## src/rtl/core/afr_pkg.sv

```systemverilog
// shared types and constants for the addressed frame receiver
package afr_pkg;

  // receiver phase, unused codes behave as waiting for start
  typedef enum logic [2:0] {
    PH_START   = 3'd0,
    PH_ADDRESS = 3'd1,
    PH_LENGTH  = 3'd2,
    PH_RECEIVE = 3'd3,
    PH_SKIP    = 3'd4
  } phase_t;

  // result event codes
  typedef enum logic [1:0] {
    EV_NONE    = 2'd0,
    EV_INFO    = 2'd1,
    EV_PAYLOAD = 2'd2,
    EV_FOREIGN = 2'd3
  } evt_code_t;

  // bus characters
  localparam logic [7:0] CH_COLON = 8'd58;
  localparam logic [7:0] CH_QUERY = 8'd63;
  localparam logic [7:0] CH_CR    = 8'd13;
  localparam logic [7:0] CH_LF    = 8'd10;

  // device id after reset
  localparam logic [7:0] DEVICE_ID_RESET = 8'd1;

  // broadcast address
  localparam logic [7:0] ADDR_BROADCAST = 8'd0;

  // receiver state carried from byte to byte
  typedef struct packed {
    phase_t          phase;
    logic [2:0][7:0] recent;
    logic            for_other;
    logic [7:0]      frame_len;
    logic [7:0]      byte_idx;
  } afr_state_t;

  // one result item
  typedef struct packed {
    evt_code_t  event_res;
    logic [7:0] payload_byte;
    logic       last_of_frame;
  } afr_result_t;

endpackage

```

## src/rtl/core/afr_step.sv

```systemverilog
// per-byte next state and result logic of the frame receiver
module afr_step #(
  parameter int unsigned MAX_FRAME_LENGTH = 128
) (
  input  afr_pkg::afr_state_t  state_i,
  input  logic [7:0]           rx_byte_i,
  input  logic [7:0]           device_id_i,
  output afr_pkg::afr_state_t  state_o,
  output afr_pkg::afr_result_t result_o
);

  localparam logic [7:0] MaxLen = 8'(MAX_FRAME_LENGTH);

  logic       frame_start;
  logic       info_seen;
  logic       len_bad;
  logic [7:0] idx_inc;
  logic [7:0] len_dec;

  // shared decodes
  always_comb begin
    frame_start = (state_i.recent[2] == afr_pkg::CH_COLON) &&
                  (rx_byte_i == afr_pkg::CH_COLON);
    info_seen   = (state_i.recent[1] == afr_pkg::CH_QUERY) &&
                  (state_i.recent[2] == afr_pkg::CH_CR) &&
                  (rx_byte_i == afr_pkg::CH_LF);
    len_bad     = (rx_byte_i <= 8'd1) || (rx_byte_i > MaxLen);
    idx_inc     = state_i.byte_idx + 8'd1;
    len_dec     = state_i.frame_len - 8'd1;
  end

  // next phase
  always_comb begin
    state_o.phase = afr_pkg::PH_START;
    unique case (state_i.phase)
      afr_pkg::PH_ADDRESS: begin
        state_o.phase = afr_pkg::PH_LENGTH;
      end
      afr_pkg::PH_LENGTH: begin
        if (len_bad) begin
          state_o.phase = afr_pkg::PH_START;
        end else if (state_i.for_other) begin
          state_o.phase = afr_pkg::PH_SKIP;
        end else begin
          state_o.phase = afr_pkg::PH_RECEIVE;
        end
      end
      afr_pkg::PH_RECEIVE: begin
        state_o.phase = (idx_inc >= state_i.frame_len) ? afr_pkg::PH_START
                                                       : afr_pkg::PH_RECEIVE;
      end
      afr_pkg::PH_SKIP: begin
        state_o.phase = (len_dec == 8'd0) ? afr_pkg::PH_START : afr_pkg::PH_SKIP;
      end
      default: begin
        state_o.phase = frame_start ? afr_pkg::PH_ADDRESS : afr_pkg::PH_START;
      end
    endcase
  end

  // state data and result
  always_comb begin
    state_o.recent    = state_i.recent;
    state_o.for_other = state_i.for_other;
    state_o.frame_len = state_i.frame_len;
    state_o.byte_idx  = state_i.byte_idx;
    result_o.event_res     = afr_pkg::EV_NONE;
    result_o.payload_byte  = 8'd0;
    result_o.last_of_frame = 1'b0;
    unique case (state_i.phase)
      afr_pkg::PH_ADDRESS: begin
        state_o.for_other = !((rx_byte_i == device_id_i) ||
                              (rx_byte_i == afr_pkg::ADDR_BROADCAST));
        state_o.frame_len = 8'd0;
      end
      afr_pkg::PH_LENGTH: begin
        if (len_bad) begin
          state_o.frame_len = 8'd0;
        end else begin
          state_o.frame_len = rx_byte_i;
          state_o.byte_idx  = 8'd0;
        end
      end
      afr_pkg::PH_RECEIVE: begin
        state_o.byte_idx      = idx_inc;
        result_o.event_res    = afr_pkg::EV_PAYLOAD;
        result_o.payload_byte = rx_byte_i;
        if (idx_inc >= state_i.frame_len) begin
          result_o.last_of_frame = 1'b1;
          state_o.byte_idx       = 8'd0;
          state_o.frame_len      = 8'd0;
        end
      end
      afr_pkg::PH_SKIP: begin
        state_o.frame_len = len_dec;
        if (len_dec == 8'd0) begin
          result_o.event_res = afr_pkg::EV_FOREIGN;
          state_o.byte_idx   = 8'd0;
        end
      end
      default: begin
        // waiting for start: shift history, look for colons or info request
        if (frame_start) begin
          state_o.recent = '0;
        end else begin
          state_o.recent[0] = state_i.recent[1];
          state_o.recent[1] = state_i.recent[2];
          state_o.recent[2] = rx_byte_i;
          if (info_seen) begin
            result_o.event_res = afr_pkg::EV_INFO;
          end
        end
      end
    endcase
  end

endmodule

```

## src/rtl/core/afr_out_buf.sv

```systemverilog
// two-entry output register with skid stage for result requests
module afr_out_buf (
  input  logic                 clk,
  input  logic                 rst_n,
  input  logic                 push_i,
  input  afr_pkg::afr_result_t push_data_i,
  output logic                 full_o,
  output logic                 out_valid_o,
  input  logic                 out_stall_i,
  output afr_pkg::afr_result_t out_data_o
);

  logic                 main_valid_r;
  logic                 skid_valid_r;
  afr_pkg::afr_result_t main_data_r;
  afr_pkg::afr_result_t skid_data_r;
  logic                 main_free;

  assign main_free = !main_valid_r || !out_stall_i;

  // valid flags
  always_ff @(posedge clk) begin
    if (!rst_n) begin
      main_valid_r <= 1'b0;
      skid_valid_r <= 1'b0;
    end else if (main_free) begin
      main_valid_r <= skid_valid_r || push_i;
      skid_valid_r <= 1'b0;
    end else if (push_i) begin
      skid_valid_r <= 1'b1;
    end
  end

  // payload registers
  always_ff @(posedge clk) begin
    if (main_free) begin
      main_data_r <= skid_valid_r ? skid_data_r : push_data_i;
    end else if (push_i) begin
      skid_data_r <= push_data_i;
    end
  end

  assign full_o      = skid_valid_r;
  assign out_valid_o = main_valid_r;
  assign out_data_o  = main_data_r;

endmodule

```

## src/rtl/core/addressed_frame_receiver.sv

```systemverilog
// top level of the addressed frame receiver
//
//   port group   direction  handshake            payload
//   in_          into       in_valid / in_stall  in_rx_byte
//   out_         out of     out_valid/out_stall  out_event_res, out_payload_byte,
//                                                out_last_of_frame
//   cfg_         into       cfg_wr_en            cfg_wr_data (device id)
//
// one byte is accepted per cycle while in_stall is low; its result is computed
// combinationally and registered in the output register, or in the skid stage.
// a skid stage behind the output register keeps input open for one more
// request while out_stall is high; in_stall rises only when both are held.
// reset is synchronous, active low, and leaves the block waiting for a frame
// start with device id 1.
module addressed_frame_receiver #(
  parameter int unsigned MAX_FRAME_LENGTH = 128
) (
  input  logic       clk,
  input  logic       rst_n,
  input  logic       in_valid,
  output logic       in_stall,
  input  logic [7:0] in_rx_byte,
  output logic       out_valid,
  input  logic       out_stall,
  output logic [1:0] out_event_res,
  output logic [7:0] out_payload_byte,
  output logic       out_last_of_frame,
  input  logic       cfg_wr_en,
  input  logic [7:0] cfg_wr_data
);

  logic                 in_accept;
  logic                 buf_full;
  logic [7:0]           device_id_r;
  afr_pkg::afr_state_t  state_r;
  afr_pkg::afr_state_t  state_nxt;
  afr_pkg::afr_result_t step_result;
  afr_pkg::afr_result_t out_result;

  assign in_stall  = buf_full;
  assign in_accept = in_valid && !buf_full;

  // configuration register
  always_ff @(posedge clk) begin
    if (!rst_n) begin
      device_id_r <= afr_pkg::DEVICE_ID_RESET;
    end else if (cfg_wr_en) begin
      device_id_r <= cfg_wr_data;
    end
  end

  // receiver state
  always_ff @(posedge clk) begin
    if (!rst_n) begin
      state_r.phase     <= afr_pkg::PH_START;
      state_r.recent    <= '0;
      state_r.for_other <= 1'b0;
      state_r.frame_len <= 8'd0;
      state_r.byte_idx  <= 8'd0;
    end else if (in_accept) begin
      state_r <= state_nxt;
    end
  end

  // per-byte logic
  afr_step #(
    .MAX_FRAME_LENGTH(MAX_FRAME_LENGTH)
  ) u_step (
    .state_i     (state_r),
    .rx_byte_i   (in_rx_byte),
    .device_id_i (device_id_r),
    .state_o     (state_nxt),
    .result_o    (step_result)
  );

  // result register and skid
  afr_out_buf u_out_buf (
    .clk         (clk),
    .rst_n       (rst_n),
    .push_i      (in_accept),
    .push_data_i (step_result),
    .full_o      (buf_full),
    .out_valid_o (out_valid),
    .out_stall_i (out_stall),
    .out_data_o  (out_result)
  );

  assign out_event_res     = out_result.event_res;
  assign out_payload_byte  = out_result.payload_byte;
  assign out_last_of_frame = out_result.last_of_frame;

`ifndef NO_ASSERTIONS
  // a held skid entry means the output register is occupied
  a_skid_behind_main: assert property (@(posedge clk) disable iff (!rst_n)
    in_stall |-> out_valid)
    else $error("skid stage full while output register empty");

  // last flag only on payload results
  a_last_on_payload: assert property (@(posedge clk) disable iff (!rst_n)
    (out_valid && out_last_of_frame) |-> (out_event_res == afr_pkg::EV_PAYLOAD))
    else $error("last flag on a non-payload result");

  // receive phase is only entered for own or broadcast frames
  a_receive_own: assert property (@(posedge clk) disable iff (!rst_n)
    (state_r.phase == afr_pkg::PH_RECEIVE) |-> !state_r.for_other)
    else $error("receiving a frame addressed to another device");

  // skip phase always has bytes left
  a_skip_len: assert property (@(posedge clk) disable iff (!rst_n)
    (state_r.phase == afr_pkg::PH_SKIP) |-> (state_r.frame_len != 8'd0))
    else $error("skip phase with zero remaining length");
`endif

endmodule
```

## config.mk

```make
export PLATFORM = sky130hd
export DESIGN_NAME = addressed_frame_receiver
export DESIGN_NICKNAME = d
export VERILOG_FILES = /design/src/rtl/core/afr_pkg.sv /design/src/rtl/core/afr_step.sv /design/src/rtl/core/afr_out_buf.sv /design/src/rtl/core/addressed_frame_receiver.sv
export SDC_FILE = /design/constraint.sdc
export NUM_CORES = 1
export LEC_CHECK = 0
export BUFFER_PORTS_ARGS = -buffer_cell sky130_fd_sc_hd__buf_2
export CORE_UTILIZATION = 40
export CTS_CLUSTER_SIZE = 24
export DETAILED_ROUTE_END_ITERATION = 12
export GPL_TIMING_DRIVEN = 0
export PLACE_DENSITY = 0.69
export SETUP_SLACK_MARGIN = 0.3
export SLEW_MARGIN = 20
export SYNTH_ARGS = -nofsm -noshare
export SYNTH_HDL_FRONTEND = slang
export SYNTH_SLANG_ARGS = --single-unit
export TNS_END_PERCENT = 50
```

## constraint.sdc

```tcl
create_clock -name clk -period 2.7 [get_ports clk]
set_input_delay 0.54 -clock clk [delete_from_list [all_inputs] [get_ports clk]]
set_output_delay 0.54 -clock clk [all_outputs]
set_load 0.005 [all_outputs]
```

# Word-level counts from Yosys, hierarchy flattened
# Cells that the tools add are included.
totals:
  word_cells: 80
  rom_bits: 0
  n_memories: 0
  latchBits: 0
  register_bits: 68
  output_inout_bits: 13
  ram_bits: 0
  in_bits: 21
classes:
  add_sub_neg: 2
  n_reduce_logical: 24
  bitwise: 3
  mux: 20
  shifts: 0
  n_mul: 0
  n_div: 0
  magnitude_cmp: 3
  eq_ne: 13
ops:
  columns: ["op", "n"]
  rows:
  - ["$pmux 8 s4", 1]
  - ["$eq 8x6->1 const B", 3]
  - ["$mux 24", 1]
  - ["$mux 8", 3]
  - ["$pmux 8 s3", 1]
  - ["$eq 8x4->1 const B", 2]
  - ["$logic_not 8->1", 2]
  - ["$mux 16", 1]
  - ["$pmux 3 s4", 1]
  - ["$mux 11", 1]
  - ["$mux 3", 3]
  - ["$mux 9", 1]
  - ["$add 8x1->8 const B", 1]
  - ["$eq 8x8->1", 1]
  - ["$ge 8x8->1", 1]
  - ["$gt 8x8->1 const B", 1]
  - ["$le 8x1->1 const B", 1]
  - ["$sub 8x1->8 const B", 1]
  - ["$eq 3x2->1 const B", 2]
  - ["$mux 2", 3]
  - ["$pmux 2 s3", 1]
  - ["$reduce_and 2->1", 3]
  - ["$logic_and 1x1->1", 4]
  - ["$logic_not 1->1", 4]
  - ["13 further kinds", 22]

# Depth between registers and ports, before layout
depth:
  depth_word: 7
  depth_mapped: 11
  ltp_nobuf: 11

# Modules after synthesis
# From an unflattened synthesis, not the netlist that was laid out.
hier_totals:
  cells_unflattened: 456
  area_unflattened_um2: 4426.7
by_module_without_submodules:
  columns: ["module", "n_inst", "cells_per_inst", "area_each_um2", "seq_area_each_um2"]
  rows:
  - ["addressed_frame_receiver", 1, 218, 2145.8, 1041.0]
  - ["afr_step", 1, 197, 1370.1, 0.0]
  - ["afr_out_buf", 1, 41, 910.9, 700.7]

# Worst setup path after synthesis
# Ideal clock, no wire load.
synth_path:
  path_kind: "reg2reg"
  start: "register state_r[0] in the netlist's numbering"
  end: "register state_r[13] in the netlist's numbering"
  period_less_slack_ns: 2.404
  required_ns: 2.630
  arrival_time_ns: 2.334
  setup_ns: 0.070
  stages_incl_launch_ff: 11
  slack_ns: 0.296
  path_buffers: 0
  path_cell_list: "dfxtp_1 -> nand3_1 -> nor2_1 -> nand3_1 -> xnor2_1 -> ha_1 -> nand3_1 -> o311ai_1 -> nand2_1 -> or2_1 -> a21oi_1"
synth_between:
  elab_chain_len: 4
synth_rtl:
  columns: ["item", "line", "rtl"]
  rows:
  - ["start: declaration", "addressed_frame_receiver.sv:35", "afr_pkg::afr_state_t state_r;"]
  - ["start signal: assignment", "addressed_frame_receiver.sv:61", "state_r <= state_nxt;"]
  - ["$add 8x1->8", "afr_step.sv:28", "idx_inc = state_i.byte_idx + 8'd1;"]
  - ["$ge 8x8->1", "afr_step.sv:88", "if (idx_inc >= state_i.frame_len) begin"]
  - ["$ne 2x1->1 (no source line)", null, null]
  - ["$reduce_and 3->1 (no source line)", null, null]
# No other way between the ends.
# A chain may end at the register's enable or synchronous reset.

==> impl_metrics.toml <==
[logic_synthesis]
ys_seq_elements = 68
synth_edf_count = 22
synthCells = 365
syn_avg_cell_area_sq_um = 9.62
syn_area_sq_um = 3510
ys_async_sr_fraction = 0
yosysWarningCount = 0
syn_nets = 397
synth_cell_type_count = 62
synth_sequential_area_ratio = 0.451
synth_ff_type = "dfxtp_1"

[die]
num_rows = 33
dieArea_sq_um = 9150
boundaryPins = 34
die-height_um = 95.7
start_util = 0.421
die_w_um = 95.7
core_region_area_sq_um = 8340

[worst_setup_path]
path_cells = "ha_4 > nand3_2 > or2_4 > nand2_2 > ha_1 > or4_4 > a21oi_4 > o31ai_1 > and2_1 > mux2_4"
cp_max_fo = 3
cp-end-kind = "register"
cp.required_ns = 2.80
critical_path.max_stage_delay_ns = 0.44
r2r_setup_slack_ns = 0.24
crit_type = "reg2reg"
arrival_ns = 2.56
crit_slowest_cell = "or4_4"
start_kind = "register"

[timing]
grt_setup_unrepaired = "yes"
hold_violations = 0
relSlewSlack = 0.394
finalSetupViolations = 0
worst_pin_slew_ns = 0.905
finalMaxSlewViolations = 0
fmax_ghz = 0.406
fin_crit_ns = 2.46
fin_crit_sh = 0.913
fin_skew_ns = 0.00672

[run_status]
outcome = "finished, final reports clean"

[grt]
grt_pass1_vias = 2690
grt_max_degree = 15
antenna_found_initial = 0
grt_pass1_wl_mm = 13.3
overflow = 0
track_usage = 0.194

[power_and_ir_drop]
intPower_mw = 1.67
netSwitchingFraction = 0.227
clkPwrFrac = 0.430
powerDensity_nw_per_um2 = 505
leakage_nw = 1.68
switchingPower_uw = 489
vdd_drop_max_mv = 0.195
pwr-share-seq = 0.510
power_frac_comb = 0.061
power.total_mw = 2.16

[final_layout]
fin_cells = 523
diodes = 0
syn_to_final_growth_pct = 21.9
final_util = 0.513
fin_nets = 445
drive_gt1_frac = 0.285

[clock_tree]
clockBufferDepth = 2
clk_latency_ns = 0.35
cts_max_level = 3
cts-root-buf = "clkbuf_8"
cts_sinks = 68
cts_made_buffers = 9
cts_tree = "yes"
holdBufCountCts = 0
cts.reportedPaths.clkPinSlew_ns = 0.07

[detailed_routing]
via_count = 2885
postRouteAntennaNets = 0
avgViaCountPerCell = 5.52
routed_wl_mm = 8.21
dr.pass1.iters = 5
drt_iter0_drc = 141
drc = 0
wl_per_cell_um = 15.7

[place]
dpl.cell_count = 500
dp_hpwl_mm = 5.61
gp_congestion = 0.888
port_buffers = 30

[job]
drv_cap = 0

[hold_path]
hold_path.class = "in2reg"
through the flow:
| stage | cell area, sq um | hold WS, ns | TNS, ns | setup slack [ns] |
|---|---|---|---|---|
| floorplan | 3520 | 0.436 | 0 | 0.315 |
| global placement | 3800 | 0.445 | -0.0673 | -0.0229 |
| detailed placement | 3800 | 0.450 | -0.0474 | -0.0185 |
| CTS | 4210 | 0.419 | 0 | 0.263 |
| global route | 4280 | 0.422 | 0 | 0.150 |
| finish | 4280 | 0.430 | 0 | 0.236 |
cell families (layout without fill, tap and decap cells):
kind of cell             Yosys count  after routing  synth area share
AND/OR/NAND/NOR                  150            150             0.225
AO/OA/AOI/OAI                     72             72             0.140
flip-flops                        68             68             0.451
buffers and inverters             24             77            0.0339
multiplexers                      23             23            0.0695
XOR/XNOR                          17             17            0.0424
adder cells (fa/ha/maj)           11             11            0.0392
layout by cell type, fill, tap and decap left out, drive strengths merged, types with 5 or more instances in the layout:
cell type	Yosys	routed
xor2	11	11
edfxtp	22	22
dfxtp	46	46
a2bb2oi	5	5
o21ai	7	7
xnor2	6	6
a21oi	25	25
nand2	37	37
mux2	11	11
and2	11	11
inv	9	9
nor2	39	39
nor3	7	7
mux2i	12	12
a22oi	12	12
buf	10	47
nand2b	5	5
nand3	18	18
clkbuf	5	19
ha	11	11
metal layers:
layer,wire length (um),part of all wire,vias to the layer above,global-route usage
li1,-,-,1408,-
met1,3720,0.45,1379,0.252
met2,3880,0.47,85,0.304
met3,459,0.056,13,0.0431
met4,156,0.019,0,0.0933
met5,0,0,-,0
Yosys cell counts, types with 5 or more instances:
library cell	n	area share
mux2_2	11	0.035
a2bb2oi_1	5	0.012
a21oi_1	25	0.036
dfxtp_1	46	0.26
nand3_1	18	0.026
and2_1	10	0.018
nand2_1	37	0.040
nor2_1	38	0.041
inv_1	8	0.0086
a22oi_1	12	0.026
o21ai_0	6	0.0086
edfxtp_1	22	0.19
ha_1	11	0.039
xor2_1	11	0.027
mux2i_1	12	0.034
nor3_1	6	0.0086
clkbuf_1	5	0.0053
xnor2_1	6	0.015
path summary, 6_finish.rpt:
check	cells past startpoint	to	start
setup / recovery	10	u_out_buf.out_data_o[0]$_DFFE_PP_	state_r[1]$_SDFFE_PN0P_
hold / removal	3	device_id_r[0]$_SDFFE_PN1P_	cfg_wr_data[0]
hold reg to reg	2	state_r[15]$_SDFFE_PN0P_	state_r[15]$_SDFFE_PN0P_
setup reg to reg	10	u_out_buf.out_data_o[0]$_DFFE_PP_	state_r[1]$_SDFFE_PN0P_
power by group through the flow:
stage,registers [mW],clock network [mW],logic [mW]
2_1_floorplan,1.12,0,0.0734
3_3_place_gp,1.12,0,0.129
3_5_place_dp,1.12,0,0.130
4_1_cts,1.10,0.943,0.132
5_1_grt,1.10,0.988,0.146
6_report,1.10,0.927,0.132
critical path: cells and delay by family, from the launching register on:
family,cells,cell delay (ns)
AOI/OAI and AO/OA,2,0.30
DFF,1,0.37
adders and majority gates,2,0.38
and+or+nand+nor,5,0.89
muxes,1,0.26
timing repair:
| action | in CTS | in global routing |
|---|---|---|
| gates cloned | 0 | 0 |
| gates resized for setup | 31 | 15 |
| pin swaps | 14 | 11 |
| endpoints found under the setup margin | 21 | 20 |
| buffers inserted | 7 | 0 |
sequential cells by signal (all words and copies together), names as in the netlist:
signal	flops
state_r	36
u_out_buf.out_data_o	11
u_out_buf.skid_data_r	11
device_id_r	8
u_out_buf.full_o	1
u_out_buf.out_valid_o	1
layout make-up:
cell class	count	area (sq um)
clock inverters	2	38.8
plain buffers	15	85.1
flip-flops and latches	68	1600
well taps	105	131
multi-input cells	273	2010
repair buffers	37	203
clock buffers	14	184
inverters	9	33.8
fillers	760	4060
Power figures use the tool's default switching activity.
